File: src/rtl/core/modexp_pkg.sv
// Package with shared constants and the modular reduction step for the modexp block.
`default_nettype none

package modexp_pkg;

  // Field widths.
  localparam int BASE_W = 30;
  localparam int EXP_W  = 32;

  // Number of exponent bits that are scanned.
  localparam int EXP_BITS = 32;

  // Width of a partial sum inside the bit-serial multiplier (holds up to 3P).
  localparam int SUM_W = BASE_W + 2;

  // The prime modulus and its double.
  localparam logic [SUM_W-1:0] PRIME_MOD   = SUM_W'(1000000007);
  localparam logic [SUM_W-1:0] PRIME_MOD_2 = SUM_W'(2000000014);

  // Exponent bits at or above EXP_BITS are ignored.
  localparam logic [EXP_W-1:0] EXP_MASK =
    (EXP_BITS >= EXP_W) ? {EXP_W{1'b1}} : EXP_W'((64'd1 << EXP_BITS) - 64'd1);

  // Bit index width for one pass over a residue.
  localparam int IDX_W = $clog2(BASE_W);

  // Bring a value below 3P back below P.
  function automatic logic [BASE_W-1:0] mod_reduce(input logic [SUM_W-1:0] t);
    logic [SUM_W-1:0] r;
    begin
      if (t >= PRIME_MOD_2) begin
        r = t - PRIME_MOD_2;
      end else if (t >= PRIME_MOD) begin
        r = t - PRIME_MOD;
      end else begin
        r = t;
      end
      return r[BASE_W-1:0];
    end
  endfunction

endpackage

`default_nettype wire

File: src/rtl/core/modular_exponentiation_prime_modulus.sv
// Top level: base to the exponent modulo 1000000007 by bit-serial square-and-multiply.
//
//   channel | direction | handshake            | payload
//   --------+-----------+----------------------+---------------------------
//   input   | in        | in_valid / in_ready  | base_value[29:0], exponent[31:0]
//   output  | out       | out_valid / out_ready| power_result[29:0]
//
// One item is worked at a time. Each exponent bit is one pass of two bit-serial
// modular multipliers (result times square, square times square) that consume one bit
// of the running square per cycle. An item runs one pass per exponent bit up to its
// highest set bit; exponent zero goes straight from idle to the result.
// The result is held in out_valid/power_result until taken; in_ready is low meanwhile.
// Reset (rst, synchronous) returns the block to idle and drops any item in flight.
`default_nettype none

module modular_exponentiation_prime_modulus
  import modexp_pkg::*;
(
  input  wire logic              clk,
  input  wire logic              rst,
  input  wire logic              in_valid,
  output logic                   in_ready,
  input  wire logic [BASE_W-1:0] base_value,
  input  wire logic [EXP_W-1:0]  exponent,
  output logic                   out_valid,
  input  wire logic              out_ready,
  output logic [BASE_W-1:0]      power_result
);

  typedef enum logic [1:0] {
    ST_IDLE,
    ST_MUL,
    ST_DONE
  } state_t;

  state_t             state;
  logic [BASE_W-1:0]  acc;        // running result
  logic [BASE_W-1:0]  sq;         // running square
  logic [EXP_W-1:0]   exp_reg;    // remaining exponent bits
  logic [BASE_W-1:0]  sq_shift;   // multiplier bits, MSB first
  logic [BASE_W-1:0]  acc_prod;   // partial product acc * sq
  logic [BASE_W-1:0]  sq_prod;    // partial product sq * sq
  logic [IDX_W-1:0]   bit_idx;

  logic               mul_bit;
  logic [SUM_W-1:0]   acc_sum;
  logic [SUM_W-1:0]   sq_sum;
  logic [BASE_W-1:0]  acc_prod_next;
  logic [BASE_W-1:0]  sq_prod_next;
  logic [SUM_W-1:0]   base_ext;
  logic [BASE_W-1:0]  base_red;
  logic [EXP_W-1:0]   exp_load;
  logic [EXP_W-1:0]   exp_shifted;

  assign in_ready     = (state == ST_IDLE);
  assign out_valid    = (state == ST_DONE);
  assign power_result = acc;

  // Input conditioning: base below 2^30 < 2P needs at most one subtraction.
  assign base_ext = SUM_W'(base_value);
  assign base_red = mod_reduce(base_ext);
  assign exp_load = exponent & EXP_MASK;

  // One step of both interleaved multipliers: sum = 2*partial + bit*operand.
  assign mul_bit       = sq_shift[BASE_W-1];
  assign acc_sum       = {1'b0, acc_prod, 1'b0} + (mul_bit ? SUM_W'(acc) : '0);
  assign sq_sum        = {1'b0, sq_prod, 1'b0} + (mul_bit ? SUM_W'(sq) : '0);
  assign acc_prod_next = mod_reduce(acc_sum);
  assign sq_prod_next  = mod_reduce(sq_sum);
  assign exp_shifted   = exp_reg >> 1;

  // Sequencer: state, operands and the bit-serial multipliers.
  always_ff @(posedge clk) begin
    if (rst) begin
      state <= ST_IDLE;
    end else begin
      case (state)
        ST_IDLE: begin
          if (in_valid) begin
            acc      <= BASE_W'(1);
            sq       <= base_red;
            exp_reg  <= exp_load;
            sq_shift <= base_red;
            acc_prod <= '0;
            sq_prod  <= '0;
            bit_idx  <= IDX_W'(BASE_W - 1);
            state    <= (exp_load == '0) ? ST_DONE : ST_MUL;
          end
        end
        ST_MUL: begin
          if (bit_idx == '0) begin
            // Last multiplier bit: commit the square, and the product when the bit is set.
            sq <= sq_prod_next;
            if (exp_reg[0]) begin
              acc <= acc_prod_next;
            end
            exp_reg  <= exp_shifted;
            sq_shift <= sq_prod_next;
            acc_prod <= '0;
            sq_prod  <= '0;
            bit_idx  <= IDX_W'(BASE_W - 1);
            if (exp_shifted == '0) begin
              state <= ST_DONE;
            end
          end else begin
            acc_prod <= acc_prod_next;
            sq_prod  <= sq_prod_next;
            sq_shift <= sq_shift << 1;
            bit_idx  <= bit_idx - IDX_W'(1);
          end
        end
        ST_DONE: begin
          if (out_ready) begin
            state <= ST_IDLE;
          end
        end
        default: begin
          state <= ST_IDLE;
        end
      endcase
    end
  end

endmodule

`default_nettype wire

File: config.mk
export PLATFORM = sky130hd
export DESIGN_NAME = modular_exponentiation_prime_modulus
export DESIGN_NICKNAME = d
export VERILOG_FILES = /design/src/rtl/core/modexp_pkg.sv /design/src/rtl/core/modular_exponentiation_prime_modulus.sv
export SDC_FILE = /design/constraint.sdc
export NUM_CORES = 1
export LEC_CHECK = 0
export ABC_AREA = 1
export BUFFER_PORTS_ARGS = -buffer_cell sky130_fd_sc_hd__buf_4
export CAP_MARGIN = 20
export CELL_PAD_IN_SITES_DETAIL_PLACEMENT = 1
export CELL_PAD_IN_SITES_GLOBAL_PLACEMENT = 1
export CORE_UTILIZATION = 25
export CTS_BUF_LIST = sky130_fd_sc_hd__clkbuf_8
export CTS_CLUSTER_DIAMETER = 200
export DETAILED_ROUTE_END_ITERATION = 7
export PLACE_DENSITY_LB_ADDON = 0.15
export SLEW_MARGIN = 30
export SYNTH_ARGS = -nofsm -noshare
export SYNTH_HDL_FRONTEND = slang
export SYNTH_SLANG_ARGS = --single-unit
File: constraint.sdc
create_clock -name clk -period 21.7 [get_ports clk]
set_input_delay 2.17 -clock clk [delete_from_list [all_inputs] [get_ports clk]]
set_output_delay 2.17 -clock clk [all_outputs]
set_load 0.1 [all_outputs]
== Word level (Yosys, flattened, before mapping) ==
Index checks and enable logic that the tools add are counted.

* Logic and storage cells: 74
* Flip-flop bits (word level): 189

* Multiplexer cells: 34
* Bitwise operators: 1
* Reduce and logical (&&, ||, !) cells: 9
* Add/sub/neg operators: 9
* Equality and inequality tests: 7
* Order comparisons: 6

{| class="wikitable"
|+ Operator list
! cell !! number
|-
| $mux 30 || 17
|-
| $pmux 30 s2 || 5
|-
| $sub 30x30->30 const B || 6
|-
| $add 31x30->32 || 2
|-
| $ge 32x30->1 const B || 2
|-
| $ge 32x31->1 const B || 2
|-
| $logic_not 32->1 || 2
|-
| $mux 32 || 2
|-
| $pmux 32 s2 || 1
|-
| $ge 30x31->1 const B || 1
|-
| $ge 30x30->1 const B || 1
|-
| $mux 2 || 5
|-
| $mux 5 || 2
|-
| $pmux 5 s2 || 1
|-
| $ne 2x2->1 const B || 4
|-
| $reduce_and 4->1 || 2
|-
| $pmux 2 s3 || 1
|-
| $logic_not 5->1 || 1
|-
| $reduce_and 5->1 || 1
|-
| $sub 5x1->5 const B || 1
|-
| $reduce_and 3->1 || 1
|-
| $eq 2x1->1 const B || 1
|-
| $eq 2x2->1 const B || 1
|-
| $logic_not 2->1 || 1
|-
| other kinds (3) || 3
|}

== Logic depth before layout (Yosys ltp) ==
Gate-level depths: netlist of run 1.

* Depth in word-level cells: 8
* Mapped depth: 31
* Mapped depth without buffers: 29

== Worst setup path after synthesis of run 1 ==
OpenSTA, ideal clock, no wires.

* Path kind: input -> register
* From: in rst
* To: reg acc[0], in the netlist power_result[0], enable pin
* Slack: 11.845 ns
* Arrival time: 9.466 ns
* Cell stages on the path: 2
* Buffers on the path: 0
* Setup time: 0.389 ns
* Required time: 21.311 ns
* Cell sequence: nor4_1 o21a_1

* Cells in the longest elaborated chain, start to end: 2

{| class="wikitable"
|+ RTL lines
! item !! line !! text
|-
| start: declaration || modular_exponentiation_prime_modulus.sv:20 || <nowiki>input wire logic rst,</nowiki>
|-
| $not 1->1 (no source line) || - ||
|-
| $reduce_and 5->1 (no source line) || - ||
|-
| end signal: assignment || modular_exponentiation_prime_modulus.sv:95 || <nowiki>acc <= acc_prod_next;</nowiki>
|-
| end: declaration || modular_exponentiation_prime_modulus.sv:37 || <nowiki>logic [BASE_W-1:0] acc;</nowiki>
|}

Every way passes these cells.
A chain may end at the register's enable or synchronous reset.

== Worst setup path after layout of run 1 ==
* From: reg sq_shift[29]
* To: reg acc[0], in the netlist power_result[0], data pin

* Cells in the longest elaborated chain, start to end: 8
* Elaborated cells between the ends (all ways): 11
* Classes of those cells: add/sub (3); order compare (2); mux (6)

{| class="wikitable"
|+ RTL lines
! item !! line !! text
|-
| start: declaration || modular_exponentiation_prime_modulus.sv:40 || <nowiki>logic [BASE_W-1:0] sq_shift;</nowiki>
|-
| start signal: assignment || modular_exponentiation_prime_modulus.sv:83 || <nowiki>sq_shift <= base_red;</nowiki>
|-
| start signal: assignment || modular_exponentiation_prime_modulus.sv:98 || <nowiki>sq_shift <= sq_prod_next;</nowiki>
|-
| start signal: assignment || modular_exponentiation_prime_modulus.sv:108 || <nowiki>sq_shift <= sq_shift << 1;</nowiki>
|-
| $mux 30 (*) || modular_exponentiation_prime_modulus.sv:66 || <nowiki>assign acc_sum = {1'b0, acc_prod, 1'b0} + (mul_bit ? SUM_W'(acc) : '0);</nowiki>
|-
| $add 31x30->32 (*) || modular_exponentiation_prime_modulus.sv:66 ||
|-
| $sub 30x30->30 or $ge 32x30->1 (tied branches) || modexp_pkg.sv:34, modexp_pkg.sv:33 ||
|-
| $mux 30 || modexp_pkg.sv:33 || <nowiki>end else if (t >= PRIME_MOD) begin</nowiki>
|-
| $mux 30 (*) || modexp_pkg.sv:31 || <nowiki>if (t >= PRIME_MOD_2) begin</nowiki>
|-
| $mux 30 (*) || modular_exponentiation_prime_modulus.sv:94 || <nowiki>if (exp_reg[0]) begin</nowiki>
|-
| $mux 30 (*) || modular_exponentiation_prime_modulus.sv:91 || <nowiki>if (bit_idx == '0) begin</nowiki>
|-
| $pmux 30 s2 (*) || modular_exponentiation_prime_modulus.sv:77 || <nowiki>case (state)</nowiki>
|}

Mark *: on every way between the ends. The rest lies on a longest branch, timed or not. The select of a mux whose other input is x is not followed.

==> results of run 1 <==
cells by family (layout without fill, tap and decap cells):
kind of cell | Yosys count | count (layout)
and+or+nand+nor | 1917 | 1917
buffers and inverters | 542 | 625
AOI/OAI and AO/OA | 297 | 297
DFF | 189 | 189
adders and majority gates | 68 | 68
xor gates and xnor gates | 68 | 68
final timing paths:
path                start              end  slack, ns  cells past startpoint
min reg2reg  sq_shift[16]     sq_shift[17]       0.54                      2
min          sq_shift[16]     sq_shift[17]       0.54                      2
max reg2reg  sq_shift[29]  power_result[0]      15.96                     25
max          sq_shift[29]  power_result[0]      15.96                     25
critical path, cell delays in order, from the launching register on:
cell,delay (ns)
edfxtp_1,0.80
buf_4,0.64
nand2_1,0.10
inv_1,0.08
ha_1,0.35
inv_1,0.09
fa_1,0.40
inv_1,0.14
nand3_1,0.13
nand2_2,0.16
nand2_1,0.09
nand2_1,0.14
nand2_1,0.11
nand2_1,0.10
nand2_1,0.07
nand2_2,0.19
nand2_1,0.13
nand2_1,0.10
nand2_1,0.10
o21ai_1,0.34
nor2_1,0.09
nand2_1,0.07
nand2_1,0.47
nor2_1,0.28
xor2_1,0.23
nand2_1,0.07
metrics by stage:
stage	std cells	hold slack, ns	util, %
global placement	4100	0.516	27.7
floorplan	3081	0.505	-
global route	4133	0.566	28.4
detailed placement	4101	0.524	27.8
CTS	4133	0.534	28.4
finish	4133	0.538	28.4
layout by cell type (no fill, tap or decap), types with 3 or more instances in the layout:
master,n
nor3_1,39
nor3_2,4
nor2_2,26
a21boi_0,3
inv_1,445
o21ai_1,49
ha_1,66
edfxtp_1,187
o211ai_1,4
a31oi_1,4
inv_2,35
a21oi_2,8
clkbuf_8,17
nor4_1,12
clkinv_8,5
xnor2_1,7
o21bai_1,5
nand4_1,38
buf_4,109
xor2_1,60
inv_8,3
nor2_1,262
nand3b_1,7
nand2_2,64
nor2_4,10
nand2_1,1230
o21ai_0,63
a21oi_1,145
nand3_1,194
nand3_2,20
cell type report:
type | count | area, µm²
Timing Repair Buffer | 111 | 857
Clock buffer | 17 | 234
Multi-Input combinational cell | 2350 | 11200
Sequential cell | 189 | 5660
Clock inverter | 15 | 211
Tap cell | 969 | 1210
Fill cell | 9693 | 53600
Inverter | 482 | 1810
routing by layer:
| metal | global-route usage [%] | vias to the layer above | routed length, µm |
|---|---|---|---|
| met5 | 0 | - | 67 |
| met4 | 5.50 | 10 | 1500 |
| met3 | 2.53 | 69 | 1910 |
| met2 | 34.4 | 231 | 36800 |
| met1 | 25.6 | 9399 | 35700 |
| li1 | - | 9855 | - |
==> flow_metrics.py, run 1 <==
metrics = {
    "grt": {
        "overflow": 0,
        "antenna_found_initial": 5,
        "grt_max_degree": 71,
        "grt_usage_pct": 19.8,
        "grt_pass1_wl_um": 118000,
        "grt_pass1_vias": 20600,
    },
    "clock_tree": {
        "tritoncts": "yes",
        "cts_setup_buffers": 0,
        "cts_buffer_depth": 2,
        "ctsResizeCount": 0,
        "cts_max_level": 4,
        "postCtsHoldBufs": 0,
        "numCtsBuffers": 17,
        "cts-root-buf": "clkbuf_8",
        "path_clk_slew_ns": 0.13,
        "clock-sinks": 189,
        "clock_latency_ns": 0.59,
    },
    "detailed_routing": {
        "vias_per_cell": 4.73,
        "wl_per_cell_um": 18.4,
        "drt_wl_total_um": 76100,
        "drtIter0Drc": 936,
        "ant_nets": 0,
        "dr_total_vias": 19600,
        "first_pass_iters": 5,
        "drcViolationCount": 0,
    },
    "cells_and_area": {
        "largest_reg_flops": 32,
        "final_cell_area_um2": 21200,
        "layout.nets": 3285,
        "drive_above_1_share_pct": 10.1,
        "area_growth_pct": 11.7,
        "diodes": 0,
    },
    "floorplan": {
        "die_x_um": 278,
        "num_rows": 100,
        "core-area_um2": 74800,
        "initial_core_util_pct": 25.4,
        "die_h_um": 278,
        "die-area_um2": 77100,
        "io_pins": 98,
    },
    "place": {
        "port_buffers": 97,
        "routabilityCongestion": 0.867,
        "preCtsSetupSlack_ns": 15.87,
        "placed_area_um2": 20800,
        "hpwl_um": 62500,
    },
    "setup_path": {
        "worstSetupEndpointType": "flip-flop",
        "crit_arrival_ns": 6.06,
        "crit_type": "flip-flop to flip-flop",
        "crit_fanout": 46,
        "startpoint_type": "flip-flop",
        "crit_required_ns": 22.02,
    },
    "sta": {
        "hold_violations": 0,
        "setup_violations": 0,
        "relSlewSlack_pct": 39.2,
        "setup_ws_ns": 15.96,
        "setup_tns_ns": 0,
        "min_period_over_period_pct": 26.5,
        "tightest_slew_ns": 0.912,
        "finClkSkew_ns": 0.0268,
        "clock.fmax_mhz": 174,
        "rsz0062_at_grt": "false",
        "maxSlewViolCount": 0,
        "fin_crit_ns": 5.74,
    },
    "logic_synthesis": {
        "post-synth-top-count-cell": "nand2_1",
        "synth_simple_gate_area_share_pct": 42.7,
        "synth_xor_area_share_pct": 3.17,
        "synth-async-reset-ratio_pct": 0,
        "ys_ff_latch": 189,
        "synthFlopType": "edfxtp_1",
        "synth_fa_ha_area_share_pct": 4.56,
        "ys_seq_area_share_pct": 29.8,
        "syn_nets": 3215,
        "synthCells": 3081,
        "netlist_top_cells_area": "edfxtp_1 30%, nand2_1 24%, inv_1 8.8%, nor2_1 5.2%, nand3_1 5.1%",
        "yosys_warnings": 0,
        "syn_area_um2": 19000,
        "yosysTopAreaCell": "edfxtp_1",
        "synthMuxAreaShare_pct": 0,
        "synth_edf_count": 187,
        "synth_compound_area_share_pct": 8.49,
        "synthTopCellsByCount": "1232 x nand2_1, 445 x inv_1, 264 x nor2_1, 194 x nand3_1, 187 x edfxtp_1",
        "syn_area_per_cell_um2": 6.17,
        "synth.distinct_cells": 55,
        "synth_top_family_by_area": "simple AND/OR/NAND/NOR gates",
        "yosys.area.top_type_share_pct": 29.6,
    },
    "run_status": {
        "run_status": "complete, no violations",
    },
    "flow_run": {
        "maxCapViolCount": 0,
    },
    "hold_path": {
        "min_path_type": "flip-flop to flip-flop",
    },
}
Power of run 1 is left out: the tool's default activity adds up to more than one toggle a clock period on the data nets, which glitch-free logic cannot reach.
==> inputs of run 2 (changes only) <==
==> constraint.sdc (replaced) <==
create_clock -name clk -period 6 [get_ports clk]
set_input_delay 0.6 -clock clk [delete_from_list [all_inputs] [get_ports clk]]
set_output_delay 0.6 -clock clk [all_outputs]
set_load 0.1 [all_outputs]
==> flow_metrics.py, run 2 (synthesis results as in run 1) <==
metrics = {
    "cells_and_area": {
        "fillers": 9681,
        "layout.nets": 3294,
        "final_cell_area_um2": 21300,
        "layout_commonest_cell": "nand2_1",
        "largest_reg_flops": 32,
        "most-common-layout-cells": "1231 x nand2_1, 445 x inv_1, 262 x nor2_1",
        "area_growth_pct": 11.9,
        "drive_above_1_share_pct": 10.3,
    },
    "place": {
        "routabilityCongestion": 0.923,
        "preCtsSetupSlack_ns": 1.01,
        "hpwl_um": 63100,
        "placed_area_um2": 20800,
        "port_buffers": 97,
    },
    "grt": {
        "antenna_found_initial": 7,
        "grt_pass1_wl_um": 118000,
        "grt_max_degree": 68,
        "overflow": 0,
        "grt_usage_pct": 19.9,
        "grt_pass1_vias": 20400,
    },
    "sta": {
        "clock.fmax_mhz": 199,
        "min_period_over_period_pct": 83.6,
        "hold_violations": 0,
        "setup_violations": 0,
        "setup_tns_ns": 0,
        "relSlewSlack_pct": 39.2,
        "maxSlewViolCount": 0,
        "rsz0062_at_grt": "false",
        "fin_crit_ns": 5.02,
        "tightest_slew_ns": 0.913,
        "finClkSkew_ns": 0.0240,
        "setup_ws_ns": 0.984,
    },
    "clock_tree": {
        "numCtsBuffers": 17,
        "cts_buffer_depth": 2,
        "cts_setup_buffers": 0,
        "clock-sinks": 189,
        "path_clk_slew_ns": 0.12,
        "clock_latency_ns": 0.58,
        "cts-root-buf": "clkbuf_8",
        "ctsResizeCount": 0,
        "postCtsHoldBufs": 0,
        "cts_max_level": 4,
        "tritoncts": "yes",
    },
    "setup_path": {
        "worstSetupEndpointType": "flip-flop",
        "startpoint_type": "flip-flop",
        "cp_top_family": "simple AND/OR/NAND/NOR gates",
        "crit_required_ns": 6.30,
        "path_buf_inv": 4,
        "crit_fanout": 29,
        "crit_path_frequent_cell": "nand2_1",
        "crit_type": "flip-flop to flip-flop",
        "crit_slowest_cell": "edfxtp_1",
        "cp_slowest_stage_delay_ns": 0.81,
        "crit_arrival_ns": 5.32,
    },
    "floorplan": {
        "num_rows": 100,
        "io_pins": 98,
        "die_x_um": 278,
        "die-area_um2": 77100,
        "initial_core_util_pct": 25.4,
        "die_h_um": 278,
        "core-area_um2": 74800,
    },
    "detailed_routing": {
        "vias_per_cell": 4.73,
        "wl_per_cell_um": 18.4,
        "drtIter0Drc": 998,
        "drcViolationCount": 0,
        "drt_wl_total_um": 76300,
        "ant_nets": 0,
        "first_pass_iters": 5,
        "dr_total_vias": 19600,
    },
    "flow_run": {
        "maxCapViolCount": 0,
    },
    "run_status": {
        "run_status": "complete, no violations",
    },
    "hold_path": {
        "min_path_type": "primary input to flip-flop",
    },
}
## run 2: final cells by class
class	instances	area, µm²	area share, %
Clock buffer	17	234	1.10
Clock inverter	15	165	0.777
Timing Repair Buffer	120	925	4.35
Tap cell	969	1210	5.70
Inverter	482	1810	8.51
Sequential cell	189	5660	26.6
Antenna cell	1	2.50	0.0118
Multi-Input combinational cell	2350	11300	52.9
## run 2: final timing paths
check / endpoint / from / slack (ns) / depth (start not counted)
max: power_result[25] / sq_shift[29] / 0.98 / 26
max reg2reg: power_result[25] / sq_shift[29] / 0.98 / 26
min: state[1] / rst / 0.26 / 2
min reg2reg: sq_shift[15] / sq_shift[14] / 0.54 / 2
## run 2: metrics by stage
stage	cells	hold slack, ns	utilization, %
6_report	4143	0.256	28.4
5_1_grt	4142	0.233	28.4
4_1_cts	4142	0.188	28.4
3_5_place_dp	4110	0.521	27.9
3_3_place_gp	4109	0.512	27.8
2_1_floorplan	3081	0.505	-
## run 2: worst reg2reg max path: stages, from the launching register on
cell and delay [ns]:
edfxtp_1 0.81, nand2_1 0.11, inv_1 0.08, ha_1 0.32
inv_1 0.10, fa_1 0.41, inv_1 0.16, nand3_1 0.13
nand2_2 0.16, nand2_1 0.09, nand2_1 0.13, nand2_1 0.11
nand2_1 0.10, nand2_1 0.17, nand2_1 0.14, nand2_1 0.06
nand2_1 0.18, nand2_1 0.11, nor2_1 0.16, nand2_1 0.07
nor2_1 0.18, nand2_1 0.08, nand2_1 0.06, buf_4 0.36
nand3_1 0.24, nand3_1 0.17, a21oi_1 0.09
## run 2: routing by layer
metal	share of wire, %	GRT usage [%]	vias to the layer above
met5	0.10	0	-
met4	2.0	5.47	12
met3	3.2	2.97	79
met2	47	33.9	264
met1	47	25.9	9352
li1	-	-	9894
Power of run 2 is left out for the same reason.
